--- src/hw/rtl/assert_macros.svh ---
// assertion macros shared by the rtl files
// no dependencies; pulled in with an include where assertions are written
`ifndef ASSERT_MACROS_SVH
`define ASSERT_MACROS_SVH

// same-cycle implication
`define ASSERT_IMPLIES(label, clk, rst, ante, cons, msg) \
   label: assert property (@(posedge clk) disable iff (rst) (ante) |-> (cons)) \
      else $error(msg);

// next-cycle implication
`define ASSERT_NEXT(label, clk, rst, ante, cons, msg) \
   label: assert property (@(posedge clk) disable iff (rst) (ante) |=> (cons)) \
      else $error(msg);

// invariant
`define ASSERT_ALWAYS(label, clk, rst, expr, msg) \
   label: assert property (@(posedge clk) disable iff (rst) (expr)) \
      else $error(msg);

`endif

--- src/hw/rtl/lfbkc_pkg.sv ---
// shared constants, types and helper functions of the key cache
// no dependencies; imported by the order keeper and the top level
package lfbkc_pkg;

   localparam int CAPACITY        = 16;
   localparam int KEY_BITS        = 32;
   localparam int SLOT_BITS       = $clog2(CAPACITY);
   localparam int COUNT_BITS      = $clog2(CAPACITY + 1);
   localparam int LIMIT_BITS      = 8;
   localparam int OP_BITS         = 3;
   localparam int STATUS_BITS     = 2;
   localparam int SLOT_FIELD_BITS = 4;
   localparam int KEY_FIELD_BITS  = 32;

   localparam logic [STATUS_BITS-1:0] STATUS_OK      = 2'd0;
   localparam logic [STATUS_BITS-1:0] STATUS_MISS    = 2'd1;
   localparam logic [STATUS_BITS-1:0] STATUS_INVALID = 2'd2;

   localparam logic KIND_RESPONSE = 1'b0;
   localparam logic KIND_FLUSH    = 1'b1;

   typedef enum logic [OP_BITS-1:0] {
      OP_LOOKUP    = 3'd0,
      OP_ENTER     = 3'd1,
      OP_INV_SLOT  = 3'd2,
      OP_INV_ALL   = 3'd3,
      OP_SET_LIMIT = 3'd4,
      OP_READ_KEY  = 3'd5
   } op_type;

   typedef enum logic [2:0] {
      ST_IDLE,
      ST_SCAN,
      ST_FIND,
      ST_FETCH,
      ST_TAKE,
      ST_INSERT,
      ST_RESP
   } state_type;

   // one update of the recency order per cycle
   typedef struct packed {
      logic                 to_front;
      logic                 drop;
      logic                 insert;
      logic                 clear;
      logic [SLOT_BITS-1:0] slot;
   } order_cmd_type;

   typedef struct packed {
      logic                  rank_found;
      logic [SLOT_BITS-1:0]  rank_slot;
      logic                  free_found;
      logic [SLOT_BITS-1:0]  free_slot;
      logic [COUNT_BITS-1:0] count;
   } order_stat_type;

   // lowest set bit: {found, index}
   function automatic logic [SLOT_BITS:0] first_one(input logic [CAPACITY-1:0] vec);
      logic [SLOT_BITS:0] res;
      res = '0;
      for (int i = CAPACITY - 1; i >= 0; i--) begin
         if (vec[i]) begin
            res = {1'b1, SLOT_BITS'(i)};
         end
      end
      return res;
   endfunction

   // zero or above capacity means capacity
   function automatic logic [COUNT_BITS-1:0] eff_limit(input logic [LIMIT_BITS-1:0] lim);
      logic [COUNT_BITS-1:0] res;
      if (lim == '0 || lim > LIMIT_BITS'(CAPACITY)) begin
         res = COUNT_BITS'(CAPACITY);
      end else begin
         res = COUNT_BITS'(lim);
      end
      return res;
   endfunction

endpackage

--- src/hw/rtl/lru_fifo_bounded_key_cache.sv ---
// top level of the bounded key cache: sequencer, key ram and result register
// depends on lfbkc_pkg, lfbkc_ram, lfbkc_order and assert_macros.svh
//
//  channel | direction | handshake            | carries
//  req     | in        | req_valid/req_ready  | operation, key, slot index, flags, limit
//  rsp     | out       | rsp_valid/rsp_ready  | response or flush notice word
//  csr     | in        | csr_wr_en            | lru mode bit
//
// lookup and enter scan the key ram one slot a cycle, then respond; an enter that misses
// inserts, and the tail goes first when the count is at the limit (rank search, ram read,
// notice). read key and invalidate slot read the slot, or respond at once for a slot index
// that is not valid; invalidate all and set limit search, read and drop each flushed entry
// in turn. one request is in flight at a time; req_ready is high only while the sequencer
// idles. synchronous reset clears order state and limit and sets lru mode, not the key ram;
// the sequencer pauses at each word it sends while the result register is full.
`include "assert_macros.svh"

module lru_fifo_bounded_key_cache
   import lfbkc_pkg::*;
(
   input  logic                       clock,
   input  logic                       reset,
   input  logic                       req_valid,
   output logic                       req_ready,
   input  logic [OP_BITS-1:0]         req_operation,
   input  logic [KEY_FIELD_BITS-1:0]  req_key,
   input  logic [SLOT_FIELD_BITS-1:0] req_slot_index,
   input  logic                       req_report_flushed,
   input  logic [LIMIT_BITS-1:0]      req_new_limit,
   output logic                       rsp_valid,
   input  logic                       rsp_ready,
   output logic                       rsp_kind,
   output logic [STATUS_BITS-1:0]     rsp_status,
   output logic [SLOT_FIELD_BITS-1:0] rsp_slot,
   output logic                       rsp_is_new,
   output logic [KEY_FIELD_BITS-1:0]  rsp_result_key,
   output logic [COUNT_BITS-1:0]      rsp_entry_total,
   output logic [LIMIT_BITS-1:0]      rsp_limit_now,
   output logic                       rsp_last,
   input  logic                       csr_wr_en,
   input  logic                       csr_wr_data
);

   // sequencer state and latched request
   state_type                  state_ff, state_in;
   logic [OP_BITS-1:0]         op_ff, op_in;
   logic [KEY_BITS-1:0]        key_ff, key_in;
   logic                       report_ff, report_in;
   logic [LIMIT_BITS-1:0]      limit_ff, limit_in;
   logic                       lru_ff;

   // key scan pipeline: address issued, then compared in the next cycle
   logic [COUNT_BITS-1:0]      scan_ff, scan_in;
   logic                       cmp_live_ff, cmp_live_in;
   logic [SLOT_BITS-1:0]       cmp_slot_ff, cmp_slot_in;
   logic [SLOT_BITS-1:0]       tgt_ff, tgt_in;

   // pending response fields
   logic [STATUS_BITS-1:0]     res_status_ff, res_status_in;
   logic [SLOT_FIELD_BITS-1:0] res_slot_ff, res_slot_in;
   logic                       res_new_ff, res_new_in;
   logic [KEY_BITS-1:0]        res_key_ff, res_key_in;

   // result register
   logic                       rsp_valid_ff, rsp_valid_in;
   logic                       rsp_kind_ff;
   logic [STATUS_BITS-1:0]     rsp_status_ff;
   logic [SLOT_FIELD_BITS-1:0] rsp_slot_ff;
   logic                       rsp_is_new_ff;
   logic [KEY_BITS-1:0]        rsp_key_ff;
   logic [COUNT_BITS-1:0]      rsp_total_ff;
   logic [LIMIT_BITS-1:0]      rsp_limit_ff;
   logic                       rsp_last_ff;

   // word being loaded into the result register
   logic                       emit;
   logic                       em_kind;
   logic [STATUS_BITS-1:0]     em_status;
   logic [SLOT_FIELD_BITS-1:0] em_slot;
   logic                       em_new;
   logic [KEY_BITS-1:0]        em_key;
   logic [COUNT_BITS-1:0]      em_total;
   logic                       em_last;

   // ram and order keeper
   logic                       ram_wr_en;
   logic [SLOT_BITS-1:0]       ram_wr_addr;
   logic                       ram_rd_en;
   logic [SLOT_BITS-1:0]       ram_rd_addr;
   logic [KEY_BITS-1:0]        ram_rd_data;
   order_cmd_type              ocmd;
   order_stat_type             ostat;
   logic [CAPACITY-1:0]        valid_vec;
   logic [COUNT_BITS-1:0]      find_target;

   // shared decisions
   logic                       accept;
   logic                       emit_ok;
   logic                       scan_issue;
   logic                       scan_hit;
   logic                       scan_end;
   logic [COUNT_BITS-1:0]      lim_eff;
   logic                       evict_need;
   logic                       find_go;
   logic [SLOT_BITS-1:0]       req_idx;
   logic                       idx_ok;

   lfbkc_ram #(
      .WIDTH (KEY_BITS),
      .DEPTH (CAPACITY)
   ) u_key_ram (
      .clock   (clock),
      .wr_en   (ram_wr_en),
      .wr_addr (ram_wr_addr),
      .wr_data (key_ff),
      .rd_en   (ram_rd_en),
      .rd_addr (ram_rd_addr),
      .rd_data (ram_rd_data)
   );

   lfbkc_order u_order (
      .clock     (clock),
      .reset     (reset),
      .cmd       (ocmd),
      .target    (find_target),
      .valid_vec (valid_vec),
      .stat      (ostat)
   );

   assign req_ready  = (state_ff == ST_IDLE);
   assign accept     = req_valid && req_ready;
   assign emit_ok    = !rsp_valid_ff || rsp_ready;
   // single shared comparator walks the key ram
   assign scan_issue = scan_ff < COUNT_BITS'(CAPACITY);
   assign scan_hit   = cmp_live_ff && valid_vec[cmp_slot_ff] && (ram_rd_data == key_ff);
   assign scan_end   = scan_hit || !scan_issue;
   assign lim_eff    = eff_limit(limit_ff);
   assign evict_need = ostat.count >= lim_eff;
   assign req_idx    = SLOT_BITS'(req_slot_index);
   assign idx_ok     = (32'(req_slot_index) < CAPACITY) && valid_vec[req_idx];

   // rank wanted by the tail, trim or flush-all search
   always_comb begin
      unique case (op_ff)
         OP_ENTER:     find_target = ostat.count - 1'b1;
         OP_SET_LIMIT: find_target = lim_eff;
         default:      find_target = '0;
      endcase
   end

   always_comb begin
      unique case (op_ff)
         OP_ENTER:     find_go = ostat.rank_found;
         OP_INV_ALL:   find_go = (ostat.count != '0) && ostat.rank_found;
         OP_SET_LIMIT: find_go = (ostat.count > lim_eff) && ostat.rank_found;
         default:      find_go = 1'b0;
      endcase
   end

   // next state
   always_comb begin
      state_in = state_ff;
      unique case (state_ff)
         ST_IDLE: begin
            if (req_valid) begin
               unique case (req_operation) inside
                  OP_LOOKUP, OP_ENTER:     state_in = ST_SCAN;
                  OP_INV_SLOT, OP_READ_KEY: state_in = idx_ok ? ST_FETCH : ST_RESP;
                  OP_INV_ALL, OP_SET_LIMIT: state_in = ST_FIND;
                  default:                  state_in = ST_RESP;
               endcase
            end
         end
         ST_SCAN: begin
            if (scan_end) begin
               if (scan_hit || op_ff != OP_ENTER) begin
                  state_in = ST_RESP;
               end else begin
                  state_in = evict_need ? ST_FIND : ST_INSERT;
               end
            end
         end
         ST_FIND: begin
            if (find_go) begin
               state_in = ST_FETCH;
            end else if (op_ff == OP_ENTER) begin
               state_in = ST_INSERT;
            end else begin
               state_in = ST_RESP;
            end
         end
         ST_FETCH: state_in = ST_TAKE;
         ST_TAKE: begin
            unique case (op_ff)
               OP_ENTER:     state_in = emit_ok ? ST_INSERT : ST_TAKE;
               OP_SET_LIMIT: state_in = emit_ok ? ST_FIND : ST_TAKE;
               OP_INV_ALL:   state_in = (!report_ff || emit_ok) ? ST_FIND : ST_TAKE;
               default:      state_in = ST_RESP;
            endcase
         end
         ST_INSERT: state_in = ST_RESP;
         ST_RESP:   state_in = emit_ok ? ST_IDLE : ST_RESP;
         default:   state_in = ST_IDLE;
      endcase
   end

   // datapath control
   always_comb begin
      op_in         = op_ff;
      key_in        = key_ff;
      report_in     = report_ff;
      limit_in      = limit_ff;
      scan_in       = scan_ff;
      cmp_live_in   = 1'b0;
      cmp_slot_in   = cmp_slot_ff;
      tgt_in        = tgt_ff;
      res_status_in = res_status_ff;
      res_slot_in   = res_slot_ff;
      res_new_in    = res_new_ff;
      res_key_in    = res_key_ff;
      ram_wr_en     = 1'b0;
      ram_wr_addr   = ostat.free_slot;
      ram_rd_en     = 1'b0;
      ram_rd_addr   = tgt_ff;
      ocmd          = '0;
      emit          = 1'b0;
      em_kind       = KIND_RESPONSE;
      em_status     = STATUS_OK;
      em_slot       = '0;
      em_new        = 1'b0;
      em_key        = '0;
      em_total      = ostat.count;
      em_last       = 1'b0;

      unique case (state_ff)
         ST_IDLE: begin
            if (accept) begin
               op_in         = req_operation;
               key_in        = KEY_BITS'(req_key);
               report_in     = req_report_flushed;
               scan_in       = '0;
               tgt_in        = req_idx;
               res_status_in = STATUS_OK;
               res_slot_in   = '0;
               res_new_in    = 1'b0;
               res_key_in    = '0;
               if (req_operation == OP_SET_LIMIT) begin
                  limit_in = req_new_limit;
               end
               if (req_operation == OP_INV_SLOT || req_operation == OP_READ_KEY) begin
                  res_slot_in   = req_slot_index;
                  res_status_in = idx_ok ? STATUS_OK : STATUS_INVALID;
               end
            end
         end
         ST_SCAN: begin
            ram_rd_en   = scan_issue;
            ram_rd_addr = scan_ff[SLOT_BITS-1:0];
            cmp_live_in = scan_issue;
            cmp_slot_in = scan_ff[SLOT_BITS-1:0];
            if (scan_issue) begin
               scan_in = scan_ff + 1'b1;
            end
            if (scan_end) begin
               res_key_in = key_ff;
               if (scan_hit) begin
                  res_status_in = STATUS_OK;
                  res_slot_in   = SLOT_FIELD_BITS'(cmp_slot_ff);
                  // enter always refreshes; lookup only in lru mode
                  ocmd.to_front = (op_ff == OP_ENTER) || lru_ff;
                  ocmd.slot     = cmp_slot_ff;
               end else begin
                  res_status_in = STATUS_MISS;
                  res_slot_in   = '0;
               end
            end
         end
         ST_FIND: begin
            if (find_go) begin
               tgt_in = ostat.rank_slot;
            end else if (op_ff == OP_INV_ALL) begin
               ocmd.clear = 1'b1;
            end
         end
         ST_FETCH: begin
            ram_rd_en   = 1'b1;
            ram_rd_addr = tgt_ff;
         end
         ST_TAKE: begin
            ocmd.slot = tgt_ff;
            em_kind   = KIND_FLUSH;
            em_slot   = SLOT_FIELD_BITS'(tgt_ff);
            em_key    = ram_rd_data;
            em_total  = ostat.count - 1'b1;
            unique case (op_ff) inside
               OP_ENTER, OP_SET_LIMIT: begin
                  if (emit_ok) begin
                     emit      = 1'b1;
                     ocmd.drop = 1'b1;
                  end
               end
               OP_INV_ALL: begin
                  if (!report_ff || emit_ok) begin
                     emit      = report_ff;
                     ocmd.drop = 1'b1;
                  end
               end
               OP_INV_SLOT: begin
                  ocmd.drop  = 1'b1;
                  res_key_in = ram_rd_data;
               end
               default: begin
                  res_key_in = ram_rd_data;
               end
            endcase
         end
         ST_INSERT: begin
            if (ostat.free_found) begin
               ocmd.insert   = 1'b1;
               ocmd.slot     = ostat.free_slot;
               ram_wr_en     = 1'b1;
               res_status_in = STATUS_OK;
               res_slot_in   = SLOT_FIELD_BITS'(ostat.free_slot);
               res_new_in    = 1'b1;
            end else begin
               res_status_in = STATUS_MISS;
               res_slot_in   = '0;
               res_new_in    = 1'b0;
            end
         end
         ST_RESP: begin
            if (emit_ok) begin
               emit      = 1'b1;
               em_status = res_status_ff;
               em_slot   = res_slot_ff;
               em_new    = res_new_ff;
               em_key    = res_key_ff;
               em_last   = 1'b1;
            end
         end
         default: begin
            ocmd = '0;
         end
      endcase
   end

   assign rsp_valid_in = emit || (rsp_valid_ff && !rsp_ready);

   always_ff @(posedge clock) begin
      if (reset) begin
         state_ff     <= ST_IDLE;
         lru_ff       <= 1'b1;
         limit_ff     <= '0;
         rsp_valid_ff <= 1'b0;
         scan_ff      <= '0;
         cmp_live_ff  <= 1'b0;
      end else begin
         state_ff     <= state_in;
         limit_ff     <= limit_in;
         rsp_valid_ff <= rsp_valid_in;
         scan_ff      <= scan_in;
         cmp_live_ff  <= cmp_live_in;
         if (csr_wr_en) begin
            lru_ff <= csr_wr_data;
         end
      end
   end

   // payload registers
   always_ff @(posedge clock) begin
      op_ff         <= op_in;
      key_ff        <= key_in;
      report_ff     <= report_in;
      cmp_slot_ff   <= cmp_slot_in;
      tgt_ff        <= tgt_in;
      res_status_ff <= res_status_in;
      res_slot_ff   <= res_slot_in;
      res_new_ff    <= res_new_in;
      res_key_ff    <= res_key_in;
      if (emit) begin
         rsp_kind_ff   <= em_kind;
         rsp_status_ff <= em_status;
         rsp_slot_ff   <= em_slot;
         rsp_is_new_ff <= em_new;
         rsp_key_ff    <= em_key;
         rsp_total_ff  <= em_total;
         rsp_limit_ff  <= limit_ff;
         rsp_last_ff   <= em_last;
      end
   end

   assign rsp_valid       = rsp_valid_ff;
   assign rsp_kind        = rsp_kind_ff;
   assign rsp_status      = rsp_status_ff;
   assign rsp_slot        = rsp_slot_ff;
   assign rsp_is_new      = rsp_is_new_ff;
   assign rsp_result_key  = KEY_FIELD_BITS'(rsp_key_ff);
   assign rsp_entry_total = rsp_total_ff;
   assign rsp_limit_now   = rsp_limit_ff;
   assign rsp_last        = rsp_last_ff;

   `ASSERT_IMPLIES(a_no_overwrite, clock, reset,
      rsp_valid_ff && !rsp_ready, !emit, "result word overwritten before it was taken")
   `ASSERT_NEXT(a_busy_after_accept, clock, reset,
      accept, !req_ready, "sequencer still ready right after taking a word")
   `ASSERT_IMPLIES(a_single_order_cmd, clock, reset, ocmd.drop || ocmd.insert,
      !ocmd.to_front && !ocmd.clear, "conflicting recency updates in one cycle")

endmodule

--- src/hw/rtl/lfbkc_ram.sv ---
// generic single-write, single-read ram with registered read data
// no dependencies
module lfbkc_ram #(
   parameter int WIDTH = 32,
   parameter int DEPTH = 16
) (
   input  logic                     clock,
   input  logic                     wr_en,
   input  logic [$clog2(DEPTH)-1:0] wr_addr,
   input  logic [WIDTH-1:0]         wr_data,
   input  logic                     rd_en,
   input  logic [$clog2(DEPTH)-1:0] rd_addr,
   output logic [WIDTH-1:0]         rd_data
);

   logic [WIDTH-1:0] mem_ff [DEPTH];
   logic [WIDTH-1:0] rd_data_ff;

   always_ff @(posedge clock) begin
      if (wr_en) begin
         mem_ff[wr_addr] <= wr_data;
      end
      if (rd_en) begin
         rd_data_ff <= mem_ff[rd_addr];
      end
   end

   assign rd_data = rd_data_ff;

endmodule

--- src/hw/rtl/lfbkc_order.sv ---
// slot valid bits, recency ranks and entry count of the key cache
// depends on lfbkc_pkg and assert_macros.svh
`include "assert_macros.svh"

module lfbkc_order
   import lfbkc_pkg::*;
(
   input  logic                  clock,
   input  logic                  reset,
   input  order_cmd_type         cmd,
   input  logic [COUNT_BITS-1:0] target,
   output logic [CAPACITY-1:0]   valid_vec,
   output order_stat_type        stat
);

   logic [CAPACITY-1:0]   valid_ff, valid_in;
   logic [SLOT_BITS-1:0]  rank_ff [CAPACITY];
   logic [SLOT_BITS-1:0]  rank_in [CAPACITY];
   logic [COUNT_BITS-1:0] count_ff, count_in;
   logic [SLOT_BITS-1:0]  sel_rank;
   logic [CAPACITY-1:0]   rank_match;
   logic [SLOT_BITS:0]    rank_pick;
   logic [SLOT_BITS:0]    free_pick;

   always_comb begin
      valid_in = valid_ff;
      rank_in  = rank_ff;
      count_in = count_ff;
      sel_rank = rank_ff[cmd.slot];
      if (cmd.clear) begin
         valid_in = '0;
         for (int i = 0; i < CAPACITY; i++) begin
            rank_in[i] = '0;
         end
         count_in = '0;
      end else if (cmd.drop) begin
         for (int i = 0; i < CAPACITY; i++) begin
            if (valid_ff[i] && rank_ff[i] > sel_rank) begin
               rank_in[i] = rank_ff[i] - 1'b1;
            end
         end
         valid_in[cmd.slot] = 1'b0;
         if (count_ff != '0) begin
            count_in = count_ff - 1'b1;
         end
      end else if (cmd.insert) begin
         for (int i = 0; i < CAPACITY; i++) begin
            if (valid_ff[i]) begin
               rank_in[i] = rank_ff[i] + 1'b1;
            end
         end
         valid_in[cmd.slot] = 1'b1;
         rank_in[cmd.slot]  = '0;
         count_in           = count_ff + 1'b1;
      end else if (cmd.to_front) begin
         for (int i = 0; i < CAPACITY; i++) begin
            if (valid_ff[i] && rank_ff[i] < sel_rank) begin
               rank_in[i] = rank_ff[i] + 1'b1;
            end
         end
         rank_in[cmd.slot] = '0;
      end
   end

   always_ff @(posedge clock) begin
      if (reset) begin
         valid_ff <= '0;
         count_ff <= '0;
         for (int i = 0; i < CAPACITY; i++) begin
            rank_ff[i] <= '0;
         end
      end else begin
         valid_ff <= valid_in;
         count_ff <= count_in;
         rank_ff  <= rank_in;
      end
   end

   // slot holding a given rank, and lowest free slot
   always_comb begin
      for (int i = 0; i < CAPACITY; i++) begin
         rank_match[i] = valid_ff[i] && (COUNT_BITS'(rank_ff[i]) == target);
      end
   end

   assign rank_pick = first_one(rank_match);
   assign free_pick = first_one(~valid_ff);

   assign stat.rank_found = rank_pick[SLOT_BITS];
   assign stat.rank_slot  = rank_pick[SLOT_BITS-1:0];
   assign stat.free_found = free_pick[SLOT_BITS];
   assign stat.free_slot  = free_pick[SLOT_BITS-1:0];
   assign stat.count      = count_ff;
   assign valid_vec       = valid_ff;

   `ASSERT_ALWAYS(a_count_matches, clock, reset,
      count_ff == COUNT_BITS'($countones(valid_ff)), "entry count out of step with valid bits")
   `ASSERT_IMPLIES(a_insert_free, clock, reset,
      cmd.insert, !valid_ff[cmd.slot], "insert into a slot already in use")
   `ASSERT_NEXT(a_drop_counts, clock, reset, cmd.drop && valid_ff[cmd.slot],
      count_ff == $past(count_ff) - 1'b1, "drop did not reduce the entry count")

endmodule
--- config.mk ---
export PLATFORM = sky130hd
export DESIGN_NAME = lru_fifo_bounded_key_cache
export DESIGN_NICKNAME = d
export VERILOG_FILES = /design/src/hw/rtl/lfbkc_pkg.sv /design/src/hw/rtl/lru_fifo_bounded_key_cache.sv /design/src/hw/rtl/lfbkc_ram.sv /design/src/hw/rtl/lfbkc_order.sv
export VERILOG_INCLUDE_DIRS = /design/src /design/src/hw/rtl
export SDC_FILE = /design/constraint.sdc
export NUM_CORES = 2
export LEC_CHECK = 0
export BUFFER_PORTS_ARGS = -buffer_cell sky130_fd_sc_hd__buf_2
export CAP_MARGIN = 20
export CORE_ASPECT_RATIO = 1.75
export CORE_MARGIN = 5
export CORE_UTILIZATION = 35
export CTS_BUF_LIST = sky130_fd_sc_hd__clkbuf_4
export CTS_CLUSTER_SIZE = 28
export DETAILED_ROUTE_END_ITERATION = 8
export PLACE_DENSITY_LB_ADDON = 0.1
export SETUP_SLACK_MARGIN = 0.5
export SYNTH_ARGS = -nofsm -noshare
export SYNTH_HDL_FRONTEND = slang
export SYNTH_HIERARCHICAL = 1
export SYNTH_SLANG_ARGS = --single-unit
--- constraint.sdc ---
create_clock -name clock -period 11.6 [get_ports clock]
set_input_delay 3.48 -clock clock [delete_from_list [all_inputs] [get_ports clock]]
set_output_delay 3.48 -clock clock [all_outputs]
set_load 0.01 [all_outputs]
==> run metrics <==
crit-path leading delay family simple AND/OR/NAND/NOR gates; area delta synth->final 12.7%; CP Launch Type flop; Buf/Inv on CP 3; share of the clock period used by the worst path 0.607; RSZ-0062 raised after global routing no; Hold Buf Count CTS 0; CTS H-tree lvls 4; GPL Wtd Cong 0.881; die width 256 um; DRC Markers 1; number of fill cells in the layout roughly 10000; die area around 110000 um2; fraction of layout cells with a size suffix above 1 0.242; setup TNS 0 ns; Post-CTS Setup Bufs 0; Initial Utilization 0.351; row cnt 158; Avg Inst Size Synth 14.2 um2; Slew HR 0.280; Slew Viols, Final 0; Ys Warns 6; Most used DFF post-synth edfxtp_1; DR pass1 iterations 9; CTS buffer count between 150 and 200; Seq/Total Area, Yosys 0.609; worst-skew pair later-pin latency 1.10 ns; wire per inst 28.4 um; num ports 110; Worst setup EP type flop; worst vdd ir 110 uV; CP most frequent cell buf_4; min Tclk post-route ~7.0 ns; total track usage 0.213; TritonCTS clock tree built; worst path cell trace xor2_1, nor4_1, nand4_1, nor3_1, nand2b_1, nor2_4, a221o_1, buf_4, mux4_1, mux4_2, inv_1, buf_4, ha_1, nor2b_1, o21a_1, o211a_1, or4_1, a211o_1, a21oi_1; Power Dens Cells ~190 nW/um2; Tightest Pin Transition roughly 1.1 ns; Post-Syn Area 37000 um2; final hold vios 0; 1st-iter DRT viols 2083; Detailed Route WL ~120 mm; post-DP HPWL 74.2 mm; worst setup path category flop to flop; CP required 12.63 ns; clock slew at reported path FFs ~0.08 ns; Hold Path Class flop to flop; EDFF count, synth 681; syn_nets 2762; clk root buf clkbuf_4; P_leak 14.3 nW; Finish-stage setup viols 0; vias in the first global route 26000; Max FO, Critical Path 27; cell count after synthesis 2601; final net count 2966; first-pass GRT wire length ~180 mm; vias per std cell 5.86; reg-to-reg slack, setup 4.56 ns; outcome finished with violations; antenna viol nets, final 0; utilization after layout 0.395; slowest CP cell mux4_1; CTS resizes 0; Die Y 440 um; Synth Register Bits between 700 and 800; clock sinks 785; Max Fclk 142 MHz; Bufs on Longest Clock Path 3; failing checks DRC; Netlist cell types ~90; largest net degree at the start of global routing 71; asr flop ratio synth 0; antenna violations before repair 4; vias 25400; GRT overflow 0; worst endpoint data arrival time 8.07 ns; core area about 110000 um2; max_cap viols 0; Port Buffers 109; Setup Skew 0.0653 ns; delay of the slowest cell on the worst path ~0.7 ns
-- worst paths after layout --
path	start	to	depth (start not counted)
setup / recovery	key_ff[5]	u_order/rank_ff[15]	19
hold / removal	limit_ff[5]	rsp_limit_now[5]	0
setup reg to reg	key_ff[5]	u_order/rank_ff[15]	19
hold reg to reg	limit_ff[5]	rsp_limit_now[5]	0
-- per-layer routing --
metal	global-route usage	wire, um
met5	0	20
met4	0.0986	5940
met2	0.395	65200
met1	0.238	45200
met3	0.0385	6480
-- area by class of cell --
class,count,area [um2],share of cell area
flip-flops and latches,785,22500,0.540
multi-input cells,1553,13600,0.326
clock buffers,274,2060,0.0493
well taps,1360,1700,0.0408
repair buffers,170,1000,0.0241
inverters,105,394,0.00945
clock inverters,79,390,0.00936
diodes,6,15.0,0.000360
-- through the flow --
step	power (mW)	setup slack [ns]	cells	hold slack [ns]	cell area (um2)
after floorplan	4.98	5.21	2601	0.430	37000
final	7.98	4.56	4332	0.472	41700
after CTS	8.13	4.62	4326	0.472	41700
after global routing	8.41	4.19	4332	0.486	41700
after global placement	5.75	4.35	3972	0.462	39200
after detailed placement	5.78	4.41	3973	0.455	39200
-- registers in the layout, indices dropped and copies added (netlist names), 8 cells and up, named ones only --
signal / cells
limit_ff: 8
rsp_result_key: 32
u_order/rank_ff: 64
u_key_ram/rd_data: 32
res_key_ff: 32
key_ff: 32
u_key_ram/mem_ff: 512
rsp_limit_now: 8
-- cells in the final DEF, fill, tap and decap left out, drive strengths merged, types with 68 or more instances in the layout --
| master | n |
|---|---|
| edfxtp | 681 |
| clkbuf | 274 |
| buf | 170 |
| mux4 | 156 |
| nand2 | 143 |
| nor2 | 125 |
| a21oi | 118 |
| inv | 108 |
| ha | 106 |
| dfxtp | 104 |
| a22oi | 83 |
| clkinv | 73 |
| a22o | 68 |
-- cells in the mapped netlist (27+ instances only) --
library cell  number  area, um2
a21oi_1          118        591
nor3_1            49        245
mux4_2           154       3470
a22oi_1           83        623
o21ai_0           49        245
o31ai_1           33        248
nand3_1           28        140
buf_2             33        165
clkbuf_1          84        315
xor2_1            41        359
a22o_1            68        596
nor2_1           124        465
a211oi_1          43        323
nor4_1            41        257
mux2i_1           27        270
nand4_1           32        200
inv_1             97        364
edfxtp_1         681      20400
nand2_1          143        537
nor2b_1           31        194
ha_1             106       1330
xnor2_1           27        236
dfxtp_1          104       2080
-- power breakdown --
group | switching, mW | internal [mW] | total (mW)
Combinational | 1.28 | 0.725 | 2.00
Clock | 1.15 | 1.14 | 2.30
Sequential | 0.232 | 3.45 | 3.68
-- cell families (layout without fill, tap and decap cells) --
group / Yosys count / after routing / synth area share
AO/OA/AOI/OAI: 624 / 624 / 0.125
XOR/XNOR: 68 / 68 / 0.0161
adder cells (fa/ha/maj): 107 / 107 / 0.0364
buffers and inverters: 263 / 628 / 0.0300
flip-flops: 785 / 785 / 0.609
multiplexers: 200 / 200 / 0.108
other: 0 / 6 / 0
AND/OR/NAND/NOR: 554 / 554 / 0.0766
(Power assumes the default switching activity.)
